### config.mk
export PLATFORM = sky130hd
export DESIGN_NAME = stop_and_wait_receiver_unit
export DESIGN_NICKNAME = d
export VERILOG_FILES = /design/src/design/swr_pkg.sv /design/src/design/stop_and_wait_receiver_unit.sv /design/src/design/swr_pkt_acc.sv
export SDC_FILE = /design/constraint.sdc
export NUM_CORES = 1
export LEC_CHECK = 0
export ABC_AREA = 0
export BUFFER_PORTS_ARGS = -buffer_cell sky130_fd_sc_hd__buf_2
export CAP_MARGIN = 15
export CORE_ASPECT_RATIO = 0.9
export CORE_MARGIN = 10
export CORE_UTILIZATION = 34
export CTS_BUF_LIST = sky130_fd_sc_hd__clkbuf_8
export CTS_CLUSTER_DIAMETER = 120
export DETAILED_ROUTE_END_ITERATION = 10
export MAX_ROUTING_LAYER = met4
export PLACE_DENSITY_LB_ADDON = 0.25
export SKIP_LAST_GASP = 1
export SYNTH_ARGS = -nofsm -noshare
export SYNTH_HDL_FRONTEND = slang
export SYNTH_HIERARCHICAL = 1
export SYNTH_SLANG_ARGS = --single-unit
### constraint.sdc
create_clock -name clock -period 6.07 [get_ports clock]
set_clock_uncertainty 0.1 [all_clocks]
set_input_delay 0.607 -clock clock [delete_from_list [all_inputs] [get_ports clock]]
set_output_delay 0.607 -clock clock [all_outputs]
set_load 0.05 [all_outputs]
### src/design/swr_pkg.sv
// Shared types and constants of the stop-and-wait receiver.
package swr_pkg;

   // Packet geometry
   localparam int PAYLOAD_BYTES = 1400;
   localparam int HEADER_WORDS  = 4;

   // Field widths
   localparam int WORD_W  = 16;
   localparam int SEQ_W   = 16;
   localparam int INDEX_W = 10;
   localparam int LEN_W   = 11;

   localparam logic [INDEX_W-1:0] INDEX_MAX  = {INDEX_W{1'b1}};
   localparam logic [INDEX_W-1:0] HDR_INDEX  = INDEX_W'(HEADER_WORDS);
   localparam logic [LEN_W-1:0]   LEN_MAX    = LEN_W'(PAYLOAD_BYTES);
   localparam logic [WORD_W-1:0]  SUM_GOOD   = {WORD_W{1'b1}};
   localparam logic [SEQ_W-1:0]   SEQ_FINAL  = {SEQ_W{1'b1}};
   localparam logic [SEQ_W-1:0]   SEQ_DIR    = '0;

   // Packet verdict codes
   typedef enum logic [2:0] {
      VERDICT_CORRUPT  = 3'd0,
      VERDICT_NO_DIR   = 3'd1,
      VERDICT_DIR      = 3'd2,
      VERDICT_IN_ORDER = 3'd3,
      VERDICT_DUP      = 3'd4,
      VERDICT_FINAL    = 3'd5,
      VERDICT_IGNORED  = 3'd6,
      VERDICT_HALTED   = 3'd7
   } verdict_type;

   // Control from the top level to the packet accumulator
   typedef struct packed {
      logic step;   // a word moves through this cycle
      logic last;   // that word closes the packet
   } acc_ctrl_type;

   // Packet totals including the current word
   typedef struct packed {
      logic [WORD_W-1:0] sum;
      logic [LEN_W-1:0]  length;
   } acc_result_type;

endpackage

### src/design/stop_and_wait_receiver_unit.sv
// Stop-and-wait receiver: packet checksum, sequence tracking and ack decision.
// A packet's last word is taken into the input register; its verdict is held in the result register, which drives rsp.
// Throughput: one word per cycle; input register, one pass of logic, result register.
// A waiting verdict does not block the input; words stall only if a second verdict
// is due while the first is still held.
// Reset (synchronous, active high) clears the packet sums, sequence state and halt.
module stop_and_wait_receiver_unit
   import swr_pkg::*;
(
   input  logic        clock,
   input  logic        reset,
   input  logic        req_tvalid,
   output logic        req_tready,
   input  logic [31:0] req_tdata,   // [15:0] word, [31:16] seq_num
   input  logic        req_tlast,   // last_word
   output logic        rsp_tvalid,
   input  logic        rsp_tready,
   output logic [31:0] rsp_tdata,   // [0] send_ack, [16:1] ack_value, [17] write_payload,
                                    // [28:18] payload_length, [31:29] zero
   output logic [2:0]  rsp_tuser    // verdict
);

   // Input register
   logic              in_valid_ff;
   logic [WORD_W-1:0] in_word_ff;
   logic [SEQ_W-1:0]  in_seq_ff;
   logic              in_last_ff;

   // Session state
   logic              dir_seen_ff,     dir_seen_in;
   logic [SEQ_W-1:0]  expected_seq_ff, expected_seq_in;
   logic              halted_ff,       halted_in;

   // Result register
   logic              rsp_valid_ff;
   verdict_type       verdict_ff,      verdict_in;
   logic              send_ack_ff,     send_ack_in;
   logic [SEQ_W-1:0]  ack_value_ff,    ack_value_in;
   logic              write_ff,        write_in;
   logic [LEN_W-1:0]  length_ff,       length_in;

   logic              out_free;
   logic              advance;
   logic              close_pkt;
   logic [SEQ_W-1:0]  seq_plus;
   acc_ctrl_type      acc_ctrl;
   acc_result_type    acc_res;

   // Handshake: a word moves on unless it closes a packet and the result is full
   assign out_free   = !rsp_valid_ff || rsp_tready;
   assign advance    = in_valid_ff && (!in_last_ff || out_free);
   assign close_pkt  = advance && in_last_ff;
   assign req_tready = !in_valid_ff || advance;

   always_ff @(posedge clock) begin
      if (reset) begin
         in_valid_ff <= 1'b0;
      end else if (req_tready) begin
         in_valid_ff <= req_tvalid;
      end
   end

   always_ff @(posedge clock) begin
      if (req_tvalid && req_tready) begin
         in_word_ff <= req_tdata[15:0];
         in_seq_ff  <= req_tdata[31:16];
         in_last_ff <= req_tlast;
      end
   end

   // Checksum and byte count
   assign acc_ctrl.step = advance && !halted_ff;
   assign acc_ctrl.last = in_last_ff;

   swr_pkt_acc u_acc (
      .clock  (clock),
      .reset  (reset),
      .ctrl   (acc_ctrl),
      .word   (in_word_ff),
      .result (acc_res)
   );

   // Decide the verdict for a closing word
   always_comb begin
      seq_plus        = in_seq_ff + SEQ_W'(1);
      dir_seen_in     = dir_seen_ff;
      expected_seq_in = expected_seq_ff;
      halted_in       = halted_ff;
      verdict_in      = VERDICT_IGNORED;
      send_ack_in     = 1'b0;
      ack_value_in    = '0;
      write_in        = 1'b0;
      length_in       = '0;
      if (halted_ff) begin
         verdict_in = VERDICT_HALTED;
      end else if (acc_res.sum != SUM_GOOD) begin
         verdict_in = VERDICT_CORRUPT;
      end else if (!dir_seen_ff) begin
         if (in_seq_ff != SEQ_DIR) begin
            verdict_in = VERDICT_NO_DIR;
         end else begin
            verdict_in      = VERDICT_DIR;
            send_ack_in     = 1'b1;
            dir_seen_in     = 1'b1;
            expected_seq_in = expected_seq_ff + SEQ_W'(1);
         end
      end else if (in_seq_ff == SEQ_FINAL) begin
         verdict_in   = VERDICT_FINAL;
         send_ack_in  = 1'b1;
         ack_value_in = SEQ_FINAL;
         halted_in    = 1'b1;
      end else if (in_seq_ff == expected_seq_ff) begin
         verdict_in      = VERDICT_IN_ORDER;
         send_ack_in     = 1'b1;
         ack_value_in    = in_seq_ff;
         write_in        = 1'b1;
         length_in       = acc_res.length;
         expected_seq_in = expected_seq_ff + SEQ_W'(1);
      end else if (seq_plus == expected_seq_ff) begin
         verdict_in   = VERDICT_DUP;
         send_ack_in  = 1'b1;
         ack_value_in = in_seq_ff;
      end
   end

   // Commit session state on a closing word
   always_ff @(posedge clock) begin
      if (reset) begin
         dir_seen_ff     <= 1'b0;
         expected_seq_ff <= '0;
         halted_ff       <= 1'b0;
      end else if (close_pkt) begin
         dir_seen_ff     <= dir_seen_in;
         expected_seq_ff <= expected_seq_in;
         halted_ff       <= halted_in;
      end
   end

   // Hold the result until taken
   always_ff @(posedge clock) begin
      if (reset) begin
         rsp_valid_ff <= 1'b0;
      end else if (close_pkt) begin
         rsp_valid_ff <= 1'b1;
      end else if (rsp_tready) begin
         rsp_valid_ff <= 1'b0;
      end
   end

   always_ff @(posedge clock) begin
      if (close_pkt) begin
         verdict_ff   <= verdict_in;
         send_ack_ff  <= send_ack_in;
         ack_value_ff <= ack_value_in;
         write_ff     <= write_in;
         length_ff    <= length_in;
      end
   end

   assign rsp_tvalid = rsp_valid_ff;
   assign rsp_tuser  = verdict_ff;
   assign rsp_tdata  = {3'b000, length_ff, write_ff, ack_value_ff, send_ack_ff};

endmodule

### src/design/swr_pkt_acc.sv
// Per-packet accumulator: ones' complement sum and payload byte count.
module swr_pkt_acc
   import swr_pkg::*;
(
   input  logic                clock,
   input  logic                reset,
   input  acc_ctrl_type        ctrl,
   input  logic [WORD_W-1:0]   word,
   output acc_result_type      result
);

   logic [WORD_W-1:0]  ones_sum_ff,     ones_sum_in;
   logic [INDEX_W-1:0] word_index_ff,   word_index_in;
   logic [LEN_W-1:0]   length_count_ff, length_count_in;
   logic               zero_seen_ff,    zero_seen_in;

   logic [WORD_W:0]    sum_wide;
   logic [WORD_W-1:0]  sum_fold;
   logic               in_payload;
   logic               zero_mid;
   logic [LEN_W-1:0]   len_mid;
   logic [LEN_W-1:0]   len_end;
   logic               zero_end;

   // Fold the end-around carry back into the sum
   always_comb begin
      sum_wide = {1'b0, ones_sum_ff} + {1'b0, word};
      sum_fold = sum_wide[WORD_W] ? (sum_wide[WORD_W-1:0] + WORD_W'(1))
                                  : sum_wide[WORD_W-1:0];
   end

   // Scan the low byte, then the high byte, up to the first zero byte
   always_comb begin
      in_payload = (word_index_ff >= HDR_INDEX);
      zero_mid   = zero_seen_ff;
      len_mid    = length_count_ff;
      if (in_payload && !zero_seen_ff) begin
         if (word[7:0] == 8'd0) begin
            zero_mid = 1'b1;
         end else if (length_count_ff < LEN_MAX) begin
            len_mid = length_count_ff + LEN_W'(1);
         end
      end
      zero_end = zero_mid;
      len_end  = len_mid;
      if (in_payload && !zero_mid) begin
         if (word[15:8] == 8'd0) begin
            zero_end = 1'b1;
         end else if (len_mid < LEN_MAX) begin
            len_end = len_mid + LEN_W'(1);
         end
      end
   end

   // Advance or clear at the end of a packet
   always_comb begin
      ones_sum_in     = ones_sum_ff;
      word_index_in   = word_index_ff;
      length_count_in = length_count_ff;
      zero_seen_in    = zero_seen_ff;
      if (ctrl.step) begin
         if (ctrl.last) begin
            ones_sum_in     = '0;
            word_index_in   = '0;
            length_count_in = '0;
            zero_seen_in    = 1'b0;
         end else begin
            ones_sum_in     = sum_fold;
            word_index_in   = (word_index_ff < INDEX_MAX) ? word_index_ff + INDEX_W'(1)
                                                          : word_index_ff;
            length_count_in = len_end;
            zero_seen_in    = zero_end;
         end
      end
   end

   always_ff @(posedge clock) begin
      if (reset) begin
         ones_sum_ff     <= '0;
         word_index_ff   <= '0;
         length_count_ff <= '0;
         zero_seen_ff    <= 1'b0;
      end else begin
         ones_sum_ff     <= ones_sum_in;
         word_index_ff   <= word_index_in;
         length_count_ff <= length_count_in;
         zero_seen_ff    <= zero_seen_in;
      end
   end

   assign result.sum    = sum_fold;
   assign result.length = len_end;

endmodule

Word-level counts from Yosys, hierarchy flattened. Cells that the tools add are included.

Input bits: 37. Output and inout port bits: 37. Word-level logic and storage cells: 108. Register bits: 123.

Multiplexer cells: 42. Eq/ne operators: 7. Order comparisons: 4. $add $sub $neg: 7. Bitwise logic cells: 4. Reduce and logical (&&, ||, !) cells: 27.

Operator list (count): $mux 16 (9); $mux 11 (7); $add 16x1->16 const B (3); $eq 16x16->1 (2); $add 11x1->11 const B (2); $lt 11x11->1 const B (2); $mux 10 (2); $mux 1 (18); $add 16x16->17 (1); $eq 16x16->1 const B (1); $logic_not 8->1 (2); $ne 16x16->1 const B (1); $reduce_bool 16->1 (1); $mux 3 (4); $add 10x1->10 const B (1); $ge 10x3->1 const B (1); $lt 10x10->1 const B (1); $logic_and 1x1->1 (6); $logic_not 1->1 (6); $reduce_and 6->1 (1); $reduce_or 5->1 (1); $mux 2 (2); $ne 2x2->1 const B (2); $not 1->1 (4); other kinds (8) (11).

Depth between registers and ports, before layout. Gate-level depths: netlist of the first run.

Depth in word-level cells: 9. Mapped depth: 18. Mapped depth without buffers: 17.

Modules after synthesis. Netlist of the first run, hierarchy kept.

By module, submodules not included: stop_and_wait_receiver_unit (cells each 352, sequential area each 2352.3 µm², area each 4060.1 µm², times used 1); swr_pkt_acc (cells each 427, sequential area each 760.7 µm², area each 3393.3 µm², times used 1).

Worst setup path after synthesis of the first run. Ideal clock, no wire load.

Path kind: reg2reg. Start: register in_word_ff[0]. End: register expected_seq_ff[14]. Stages on the path, launching flop included: 18. Data required time: 5849 ps. Setup time: 121 ps. Period minus slack after synthesis: 4921 ps. Setup slack: 1149 ps. Path buffers: 0. Arrival: 4700 ps. Path through: edfxtp_1 > ha_1 > fa_1 > a211o_1 > a2111oi_0 > nand4b_1 > and4b_1 > nand4_1 > nor3_1 > nand3_1 > xnor3_1 > nand4_1 > nor4_1 > nor2b_1 > nand2_1 > or2_4 > nor4_1 > mux2_2.

RTL lines: start, declared (RTL line stop_and_wait_receiver_unit.sv:25) `logic [WORD_W-1:0] in_word_ff;`; start signal, assigned (RTL line stop_and_wait_receiver_unit.sv:65) `in_word_ff <= req_tdata[15:0];`; end signal, assigned (RTL line stop_and_wait_receiver_unit.sv:134) `expected_seq_ff <= expected_seq_in;`; end, declared (RTL line stop_and_wait_receiver_unit.sv:31) `logic [SEQ_W-1:0] expected_seq_ff, expected_seq_in;`.

==> out/qor.log, run 1 <==
[status] status finished clean
[logic_synthesis] top-area cell type share of the netlist area 26.2%
[power_and_ir_drop] fraction of power consumed by the clock network 38.7%
[logic_synthesis] number of flip-flops and latches in the synthesized netlist 123
[worst_hold_path] type of the worst min-delay path input pin to flip-flop
[clock_network] number of buffers on the longest clock path 2
[grt] global route total overflow 0
[power_and_ir_drop] Sw Share 28.0%
[placed_design] count of input and output buffers 70
[grt] global-route wire length before repair 30.8 mm
[critical_path] startpoint type of the worst setup path flip-flop
[power_and_ir_drop] internal cell power 1.34 mW
[power_and_ir_drop] net switching component of the power 0.519 mW
[logic_synthesis] Yosys cell types 95
[critical_path] Max Fanout on Critical Path 15
[clock_network] Post-CTS Setup Repair Bufs 0
[routing] drt initial violations 452
[routing] drt drc 0
[floorplanning] IO Count 74
[critical_path] cells along the critical path ha_1 > fa_1 > a211o_1 > a2111oi_0 > nand4b_1 > and4b_1 > nand4_1 > nor3_1 > nand3_1 > xnor3_1 > nand4_1 > nor4_2 > nor2b_1 > nand2_1 > or2_4 > nor4_1 > mux2_2
[logic_synthesis] most common cell in the netlist sky130_fd_sc_hd__nor2_1
[sta] Period Utilization, post-route 93.3%
[logic_synthesis] top post-synthesis cells by area sky130_fd_sc_hd__edfxtp_1 26%, sky130_fd_sc_hd__dfxtp_1 16%, sky130_fd_sc_hd__xnor2_1 5.4%, sky130_fd_sc_hd__ha_1 4.0%, sky130_fd_sc_hd__nor2_1 3.6%
[sta] Total Neg Setup Slack 0 ns
[power_and_ir_drop] combinational fraction of design power 11.4%
[sta] # setup viols final 0
[critical_path] critical path data arrival time 5.88 ns
[sta] RSZ-0062 raised after global routing no
[final_layout] fraction of final layout cells with drive strength greater than 1 16.8%
[clock_network] clock slew seen by the registers of the worst setup and hold paths 0.08 ns
[critical_path] Slowest Stage Delay on Critical Path 0.51 ns
[final_layout] utilization after layout 39.0%
[sta] number of max-slew violations in the final report 0
[sta] maximum clock rate 177 MHz
[logic_synthesis] number of enable-type register cells in the synthesized netlist 65
[floorplanning] initial core utilization 34.5%
[final_layout] final design area excluding fillers 8430 um^2
[floorplanning] die width 176 um
[logic_synthesis] proportion of register bits with asynchronous set or reset after synthesis 0%
[floorplanning] DIE HEIGHT 160 um
[sta] final hold violations 0
[clock_network] insertion delay of the later-clocked pin in the worst-skew pair 0.44 ns
[logic_synthesis] list of most frequent post-synthesis cells 71 x sky130_fd_sc_hd__nor2_1, 65 x sky130_fd_sc_hd__edfxtp_1, 58 x sky130_fd_sc_hd__dfxtp_1
[routing] final wirelength 18.7 mm
[power_and_ir_drop] Power Total 1.86 mW
[critical_path] crit path max-delay cell type sky130_fd_sc_hd__nor4_2
[routing] Top Metal Used met4
[final_layout] area added between synthesis and finish 13.1%
[clock_network] library cell used as clock root buffer sky130_fd_sc_hd__clkbuf_8
[grt] initial antenna violation count 0
[grt] maximum number of pins on one net before global-route repair 52
[routing] total length of routed met3 wires 1.09 mm
[placed_design] global placer's final weighted congestion 0.893
[power_and_ir_drop] relative contribution of sequential cells to total power 49.9%
[placed_design] placed instance area 8040 um^2
[routing] final antenna-violating net count 0
[final_layout] diode count 0
[routing] DRT met1 WL 9.46 mm
[routing] total via count in the routed design 6059
[critical_path] Critical Path Sink Type flip-flop
[grt] via count of the first global-routing pass 5833
[logic_synthesis] sequential share of the synthesized area 41.8%
[logic_synthesis] Cell Area, Synth 7450 um^2
[routing] Via density 5.30
[logic_synthesis] post-synthesis instance total 779
[clock_network] number of CTS-inserted buffers 17
[sta] Hold Worst Slack 0.234 ns
[routing] WL/cell 16.3 um
[sta] Slew Limit Headroom 24.4%
[power_and_ir_drop] leakage component of the power 3.00 nW
[critical_path] class of the most critical setup path flip-flop to flip-flop
[critical_path] required time at the endpoint of the critical path 6.29 ns
[routing] detailed-router iteration count before antenna repair 5
[final_layout] final-stage net count 901
[placed_design] DP Cell Count 1111
[clock_network] clk sink count 123
[clock_network] number of H-tree levels 4
[placed_design] pre-CTS setup slack 0.287 ns
[power_and_ir_drop] worst supply voltage drop on vdd 0.000110 V
[logic_synthesis] prevailing post-synth register cell sky130_fd_sc_hd__edfxtp_1
[final_layout] Final Instance Count excl. Fillers 1143
[sta] post-route worst setup slack 0.406 ns
[grt] global router's overall resource usage 13.6%
[logic_synthesis] largest area contributor in the synthesized netlist sky130_fd_sc_hd__edfxtp_1
[logic_synthesis] Avg Synthesized Cell Area 9.57 um^2
[flow_run] maxcap violations 0
[floorplanning] Die Footprint 28300 um^2
[routing] detailed-routed wire length on met2 7.96 mm
[placed_design] HPWL after detailed placement 13.6 mm
[logic_synthesis] count of synthesis-stage warnings from yosys 6
[power_and_ir_drop] areal power density over the cells 220 nW/um^2
[sta] Period minus WS final 5.66 ns
[sta] Worst-Margin Slew 1.12 ns
[floorplanning] area of the core region 21600 um^2
[critical_path] Worst path most repeated cell sky130_fd_sc_hd__nand4_1
[floorplanning] Placement Rows 51
[clock_network] TritonCTS clock tree built
[worst paths after layout]
| check | to | slack, ns | startpoint | depth (start not counted) |
|---|---|---|---|---|
| setup / recovery | expected_seq_ff[14]$_SDFFE_PP0P_ | 0.41 | in_word_ff[0]$_DFFE_PP_ | 17 |
| setup reg to reg | expected_seq_ff[14]$_SDFFE_PP0P_ | 0.41 | in_word_ff[0]$_DFFE_PP_ | 17 |
| hold reg to reg | u_acc/ones_sum_ff[14]$_SDFFE_PP0P_ | 0.39 | u_acc/ones_sum_ff[14]$_SDFFE_PP0P_ | 2 |
| hold / removal | in_seq_ff[9]$_DFFE_PP_ | 0.23 | req_tdata[25] | 1 |
[power groups by stage]
| stage | registers [mW] | clock network (mW) | logic [mW] |
|---|---|---|---|
| 2_1_floorplan | 0.960 | 0 | 0.136 |
| 3_3_place_gp | 0.944 | 0 | 0.211 |
| 3_5_place_dp | 0.944 | 0 | 0.211 |
| 4_1_cts | 0.925 | 0.738 | 0.212 |
| 5_1_grt | 0.929 | 0.781 | 0.234 |
| 6_report | 0.925 | 0.718 | 0.212 |
[worst max-delay path, delay by kind of cell, from the launching register on]
| kind | cells | cell delay, ns |
|---|---|---|
| flops | 1 | 0.39 |
| xor+xnor | 1 | 0.25 |
| simple gates | 11 | 2.97 |
| compound gates | 2 | 0.78 |
| mux | 1 | 0.37 |
| fa+ha+maj | 2 | 0.66 |
[cell usage in the layout (no fill, tap or decap), types with 13 or more instances in the layout]
master	synthesis	routed
sky130_fd_sc_hd__nand2_1	55	55
sky130_fd_sc_hd__a22oi_1	17	17
sky130_fd_sc_hd__dfxtp_1	58	58
sky130_fd_sc_hd__nor3_1	13	13
sky130_fd_sc_hd__xnor2_1	46	46
sky130_fd_sc_hd__nand4_1	26	26
sky130_fd_sc_hd__and2_1	30	30
sky130_fd_sc_hd__a21oi_1	28	28
sky130_fd_sc_hd__nand3_1	35	35
sky130_fd_sc_hd__or3_1	17	17
sky130_fd_sc_hd__ha_1	24	24
sky130_fd_sc_hd__edfxtp_1	65	65
sky130_fd_sc_hd__clkbuf_8	0	17
sky130_fd_sc_hd__buf_2	5	70
sky130_fd_sc_hd__nor4_1	21	20
sky130_fd_sc_hd__o21ai_0	26	26
sky130_fd_sc_hd__and3_1	13	13
sky130_fd_sc_hd__inv_1	25	27
sky130_fd_sc_hd__xor2_1	27	27
sky130_fd_sc_hd__nor2_1	71	69
[registers in the layout, indices dropped and copies added, names as in the netlist, 3 cells and up]
| signal | flops |
|---|---|
| expected_seq_ff | 16 |
| length_ff | 11 |
| rsp_tuser | 3 |
| in_seq_ff | 16 |
| u_acc/word_index_ff | 10 |
| ack_value_ff | 16 |
| u_acc/ones_sum_ff | 16 |
| in_word_ff | 16 |
| u_acc/length_count_ff | 11 |
[timing repair]
action | 4_1_cts | 5_1_grt
gates resized for setup | 0 | 1
setup endpoints to repair | 0 | 4
hold buffers | 0 | 0
hold endpoints to repair | 0 | 0
[cell type report]
cell class	instances	area (um^2)
clock buffer	17	234
clock inverter	15	151
fill	2187	13200
inverter	26	97.6
multi-input combinational	598	4100
sequential	123	3110
tap	291	364
timing repair buffer	73	373
[metal layers]
metal,vias up,GRT usage (%)
li1,3018,-
met3,10,3.26
met4,0,3.70
met5,-,-
met2,159,19.2
met1,2872,19.0
[cells by family after synthesis]
kind of cell / Yosys count / share of synthesized area (%)
other: 1 / 0.0503
buffers and inverters: 60 / 3.79
and+or+nand+nor: 333 / 24.7
muxes: 5 / 0.739
xor gates and xnor gates: 76 / 9.42
AOI/OAI and AO/OA: 156 / 15.3
adders and majority gates: 25 / 4.30
DFF: 123 / 41.8
No activity file was read; power rests on OpenSTA's default activity.
==> inputs of run 2 (changes only) <==
--- a/config.mk
+++ b/config.mk
@@ -8,8 +8,7 @@
 export ABC_AREA = 0
 export BUFFER_PORTS_ARGS = -buffer_cell sky130_fd_sc_hd__buf_2
 export CAP_MARGIN = 15
-export CORE_ASPECT_RATIO = 0.9
-export CORE_MARGIN = 10
+export CORE_ASPECT_RATIO = 1.5
 export CORE_UTILIZATION = 34
 export CTS_BUF_LIST = sky130_fd_sc_hd__clkbuf_8
 export CTS_CLUSTER_DIAMETER = 120
==> run 2 against run 1 <==
Non-clock buffer count is the same. Global-route usage grew 4.7 points. Die area shrank 20%. First-iteration DRC count shrank 21%. Sequential share of layout area is the same. Cell count shrank 1.7%. Combinational power is essentially flat. Critical path type unchanged. Via count grew 1.0%. Largest cell class unchanged.
==> out/qor.log, run 2 (synthesis gave the netlist of run 1 again) <==
[clock_network] hold_buf cts 0 [unchanged]
[clock_network] clock slew seen by the registers of the worst setup and hold paths 0.08 ns [about the same]
[routing] drt initial violations 357 [-21%]
[routing] detailed-router iteration count before antenna repair 5 [unchanged]
[routing] Via density 5.44 [+2.7%]
[grt] global-route wire length before repair 30.9 mm [+0.43%]
[status] status finished clean
[power_and_ir_drop] combinational fraction of design power 11.1% [-0.3 points]
[routing] total via count in the routed design 6120 [+1.0%]
[floorplanning] area of the core region 21600 um^2 [-0.36%]
[grt] global route total overflow 0 [unchanged]
[grt] initial antenna violation count 0 [unchanged]
[sta] Worst-Margin Slew 1.07 ns [-0.0555 ns]
[routing] WL/cell 16.7 um [+2.6%]
[placed_design] global placer's final weighted congestion 0.906 [+1.4%]
[floorplanning] die width 123 um [-30%]
[critical_path] class of the most critical setup path flip-flop to flip-flop
[placed_design] pre-CTS setup slack 0.554 ns [+0.267 ns]
[clock_network] insertion delay of the later-clocked pin in the worst-skew pair 0.46 ns [+0.02 ns]
[power_and_ir_drop] net switching component of the power 0.506 mW [-2.5%]
[critical_path] critical path data arrival time 5.80 ns [-0.08 ns]
[clock_network] CTS-repair resized insts 0 [unchanged]
[flow_run] maxcap violations 0 [unchanged]
[floorplanning] initial core utilization 34.6% [+0.13 points]
[grt] most used routing layer met2
[floorplanning] IO Count 74 [unchanged]
[routing] final antenna-violating net count 0 [unchanged]
[critical_path] Max Fanout on Critical Path 15 [unchanged]
[routing] final wirelength 18.8 mm [+0.86%]
[routing] drt drc 0 [unchanged]
[final_layout] area added between synthesis and finish 13.1% [unchanged]
[clock_network] library cell used as clock root buffer sky130_fd_sc_hd__clkbuf_8
[clock_network] Post-CTS Setup Repair Bufs 0 [unchanged]
[critical_path] required time at the endpoint of the critical path 6.32 ns [+0.03 ns]
[clock_network] clk sink count 123 [unchanged]
[placed_design] HPWL after detailed placement 13.8 mm [+1.6%]
[critical_path] startpoint of the worst register-to-register path in_word_ff[0]$_DFFE_PP_
[sta] post-route worst setup slack 0.515 ns [+0.109 ns]
[critical_path] Critical R2R Capture expected_seq_ff[14]$_SDFFE_PP0P_
[final_layout] diode count 0 [unchanged]
[grt] via count of the first global-routing pass 6272 [+7.5%]
[floorplanning] DIE HEIGHT 183 um [+14%]
[final_layout] fraction of final layout cells with drive strength greater than 1 16.4% [-0.35 points]
[power_and_ir_drop] internal cell power 1.41 mW [+5.6%]
[sta] RSZ-0062 raised after global routing no
[sta] maximum clock rate 180 MHz [+2.0%]
[floorplanning] Placement Rows 66 [+29%]
[power_and_ir_drop] leakage component of the power 3.00 nW [about the same]
[clock_network] number of buffers on the longest clock path 2 [unchanged]
[worst_hold_path] type of the worst min-delay path input pin to flip-flop
[critical_path] register-to-register setup slack 0.51 ns [+0.11 ns]
[final_layout] final-stage net count 901 [unchanged]
[power_and_ir_drop] relative contribution of sequential cells to total power 48.3% [-1.6 points]
[power_and_ir_drop] areal power density over the cells 227 nW/um^2 [+3.4%]
[placed_design] count of input and output buffers 70 [unchanged]
[floorplanning] Die Footprint 22500 um^2 [-20%]
[grt] met2 layer usage reported by global route 32.2% [+13 points]
[grt] maximum number of pins on one net before global-route repair 53 [+1.9%]
[grt] met3 global-route usage 3.36% [+0.10 points]
[power_and_ir_drop] fraction of power consumed by the clock network 40.6% [+1.9 points]
[clock_network] TritonCTS clock tree built
[critical_path] startpoint type of the worst setup path flip-flop
[worst_hold_path] hold path startpoint req_tdata[15]
[sta] Total Neg Setup Slack 0 ns [unchanged]
[worst_hold_path] hold-critical path endpoint in_word_ff[15]$_DFFE_PP_
[final_layout] most frequent cells in the layout 70 x sky130_fd_sc_hd__nor2_1, 70 x sky130_fd_sc_hd__buf_2, 65 x sky130_fd_sc_hd__edfxtp_1, 58 x sky130_fd_sc_hd__dfxtp_1, 55 x sky130_fd_sc_hd__nand2_1
[grt] GR Util met1 19.2% [+0.25 points]
[critical_path] R2R depth 17 [unchanged]
[grt] global router's overall resource usage 18.3% [+4.7 points]
[clock_network] number of CTS-inserted buffers 17 [unchanged]
[sta] Period minus WS final 5.56 ns [-0.109 ns]
[power_and_ir_drop] worst supply voltage drop on vdd 0.000126 V [+15%]
[sta] number of max-slew violations in the final report 0 [unchanged]
[worst_hold_path] number of cells traversed by the worst hold path 1 [unchanged]
[power_and_ir_drop] Sw Share 26.4% [-1.6 points]
[sta] # setup viols final 0 [unchanged]
[sta] Hold Worst Slack 0.212 ns [-0.0219 ns]
[critical_path] worst setup path start in_word_ff[0]$_DFFE_PP_
[sta] Period Utilization, post-route 91.5% [-1.8 points]
[sta] Slew Limit Headroom 28.1% [+3.7 points]
[critical_path] Critical Path Sink Type flip-flop
[clock_network] number of H-tree levels 4 [unchanged]
[sta] final hold violations 0 [unchanged]
==> run 2: changes by cell type in the layout (fill, tap and decap cells not counted), sizes merged <==
cell	previous run	this run
inv	30	28
bufinv	2	4
clkinvlp	1	5
clkinv	8	4
==> run 2: area by class of cell <==
cell class	instances	area, um^2
tap	272	340
fill	2182	13100
multi-input combinational	598	4090
clock buffer	17	234
timing repair buffer	73	373
inverter	26	97.6
sequential	123	3110
clock inverter	15	184
==> run 2: through the flow <==
step | total power [mW] | area (um^2) | std cells | util [%]
3_3_place_gp | 1.16 | 8010 | 1092 | 37.2
6_report | 1.92 | 8430 | 1124 | 39.1
2_1_floorplan | 1.10 | 7460 | 781 | -
5_1_grt | 2.00 | 8430 | 1124 | 39.1
3_5_place_dp | 1.16 | 8010 | 1092 | 37.2
4_1_cts | 1.94 | 8430 | 1124 | 39.1
==> run 2: how the worst max path moves through the flow <==
stage / to / cells past startpoint
global placement: expected_seq_ff[13]$_SDFFE_PP0P_ / 17
floorplan: expected_seq_ff[14]$_SDFFE_PP0P_ / 17
detailed placement: expected_seq_ff[14]$_SDFFE_PP0P_ / 17
CTS: expected_seq_ff[14]$_SDFFE_PP0P_ / 17
finish: expected_seq_ff[14]$_SDFFE_PP0P_ / 17
global route: expected_seq_ff[14]$_SDFFE_PP0P_ / 17
==> run 2: power by group through the flow <==
stage	clock (mW)	combinational, mW	sequential [mW]
after floorplan	0	0.136	0.960
after global placement	0	0.211	0.944
after detailed placement	0	0.212	0.945
after CTS	0.803	0.214	0.926
after global routing	0.835	0.234	0.929
final	0.779	0.212	0.926
==> run 2: worst max-delay path, cell delays in order (launching register included) <==
cell and delay, ns:
sky130_fd_sc_hd__edfxtp_1 0.40, sky130_fd_sc_hd__ha_1 0.25, sky130_fd_sc_hd__fa_1 0.41, sky130_fd_sc_hd__a211o_1 0.37, sky130_fd_sc_hd__a2111oi_0 0.38, sky130_fd_sc_hd__nand4b_1 0.24, sky130_fd_sc_hd__and4b_1 0.25, sky130_fd_sc_hd__nand4_1 0.13
sky130_fd_sc_hd__nor3_1 0.27, sky130_fd_sc_hd__nand3_1 0.13, sky130_fd_sc_hd__xnor3_1 0.25, sky130_fd_sc_hd__nand4_1 0.10, sky130_fd_sc_hd__nor4_1 0.54, sky130_fd_sc_hd__nor2b_1 0.26, sky130_fd_sc_hd__nand2_1 0.23, sky130_fd_sc_hd__or2_4 0.44
sky130_fd_sc_hd__nor4_1 0.31, sky130_fd_sc_hd__mux2_2 0.37
==> run 2: routing by layer <==
layer  share of wire, %  vias up
met2                 52      158
li1                   -     3017
met3                3.3       44
met4                3.3        0
met5                  0        -
met1                 41     2901
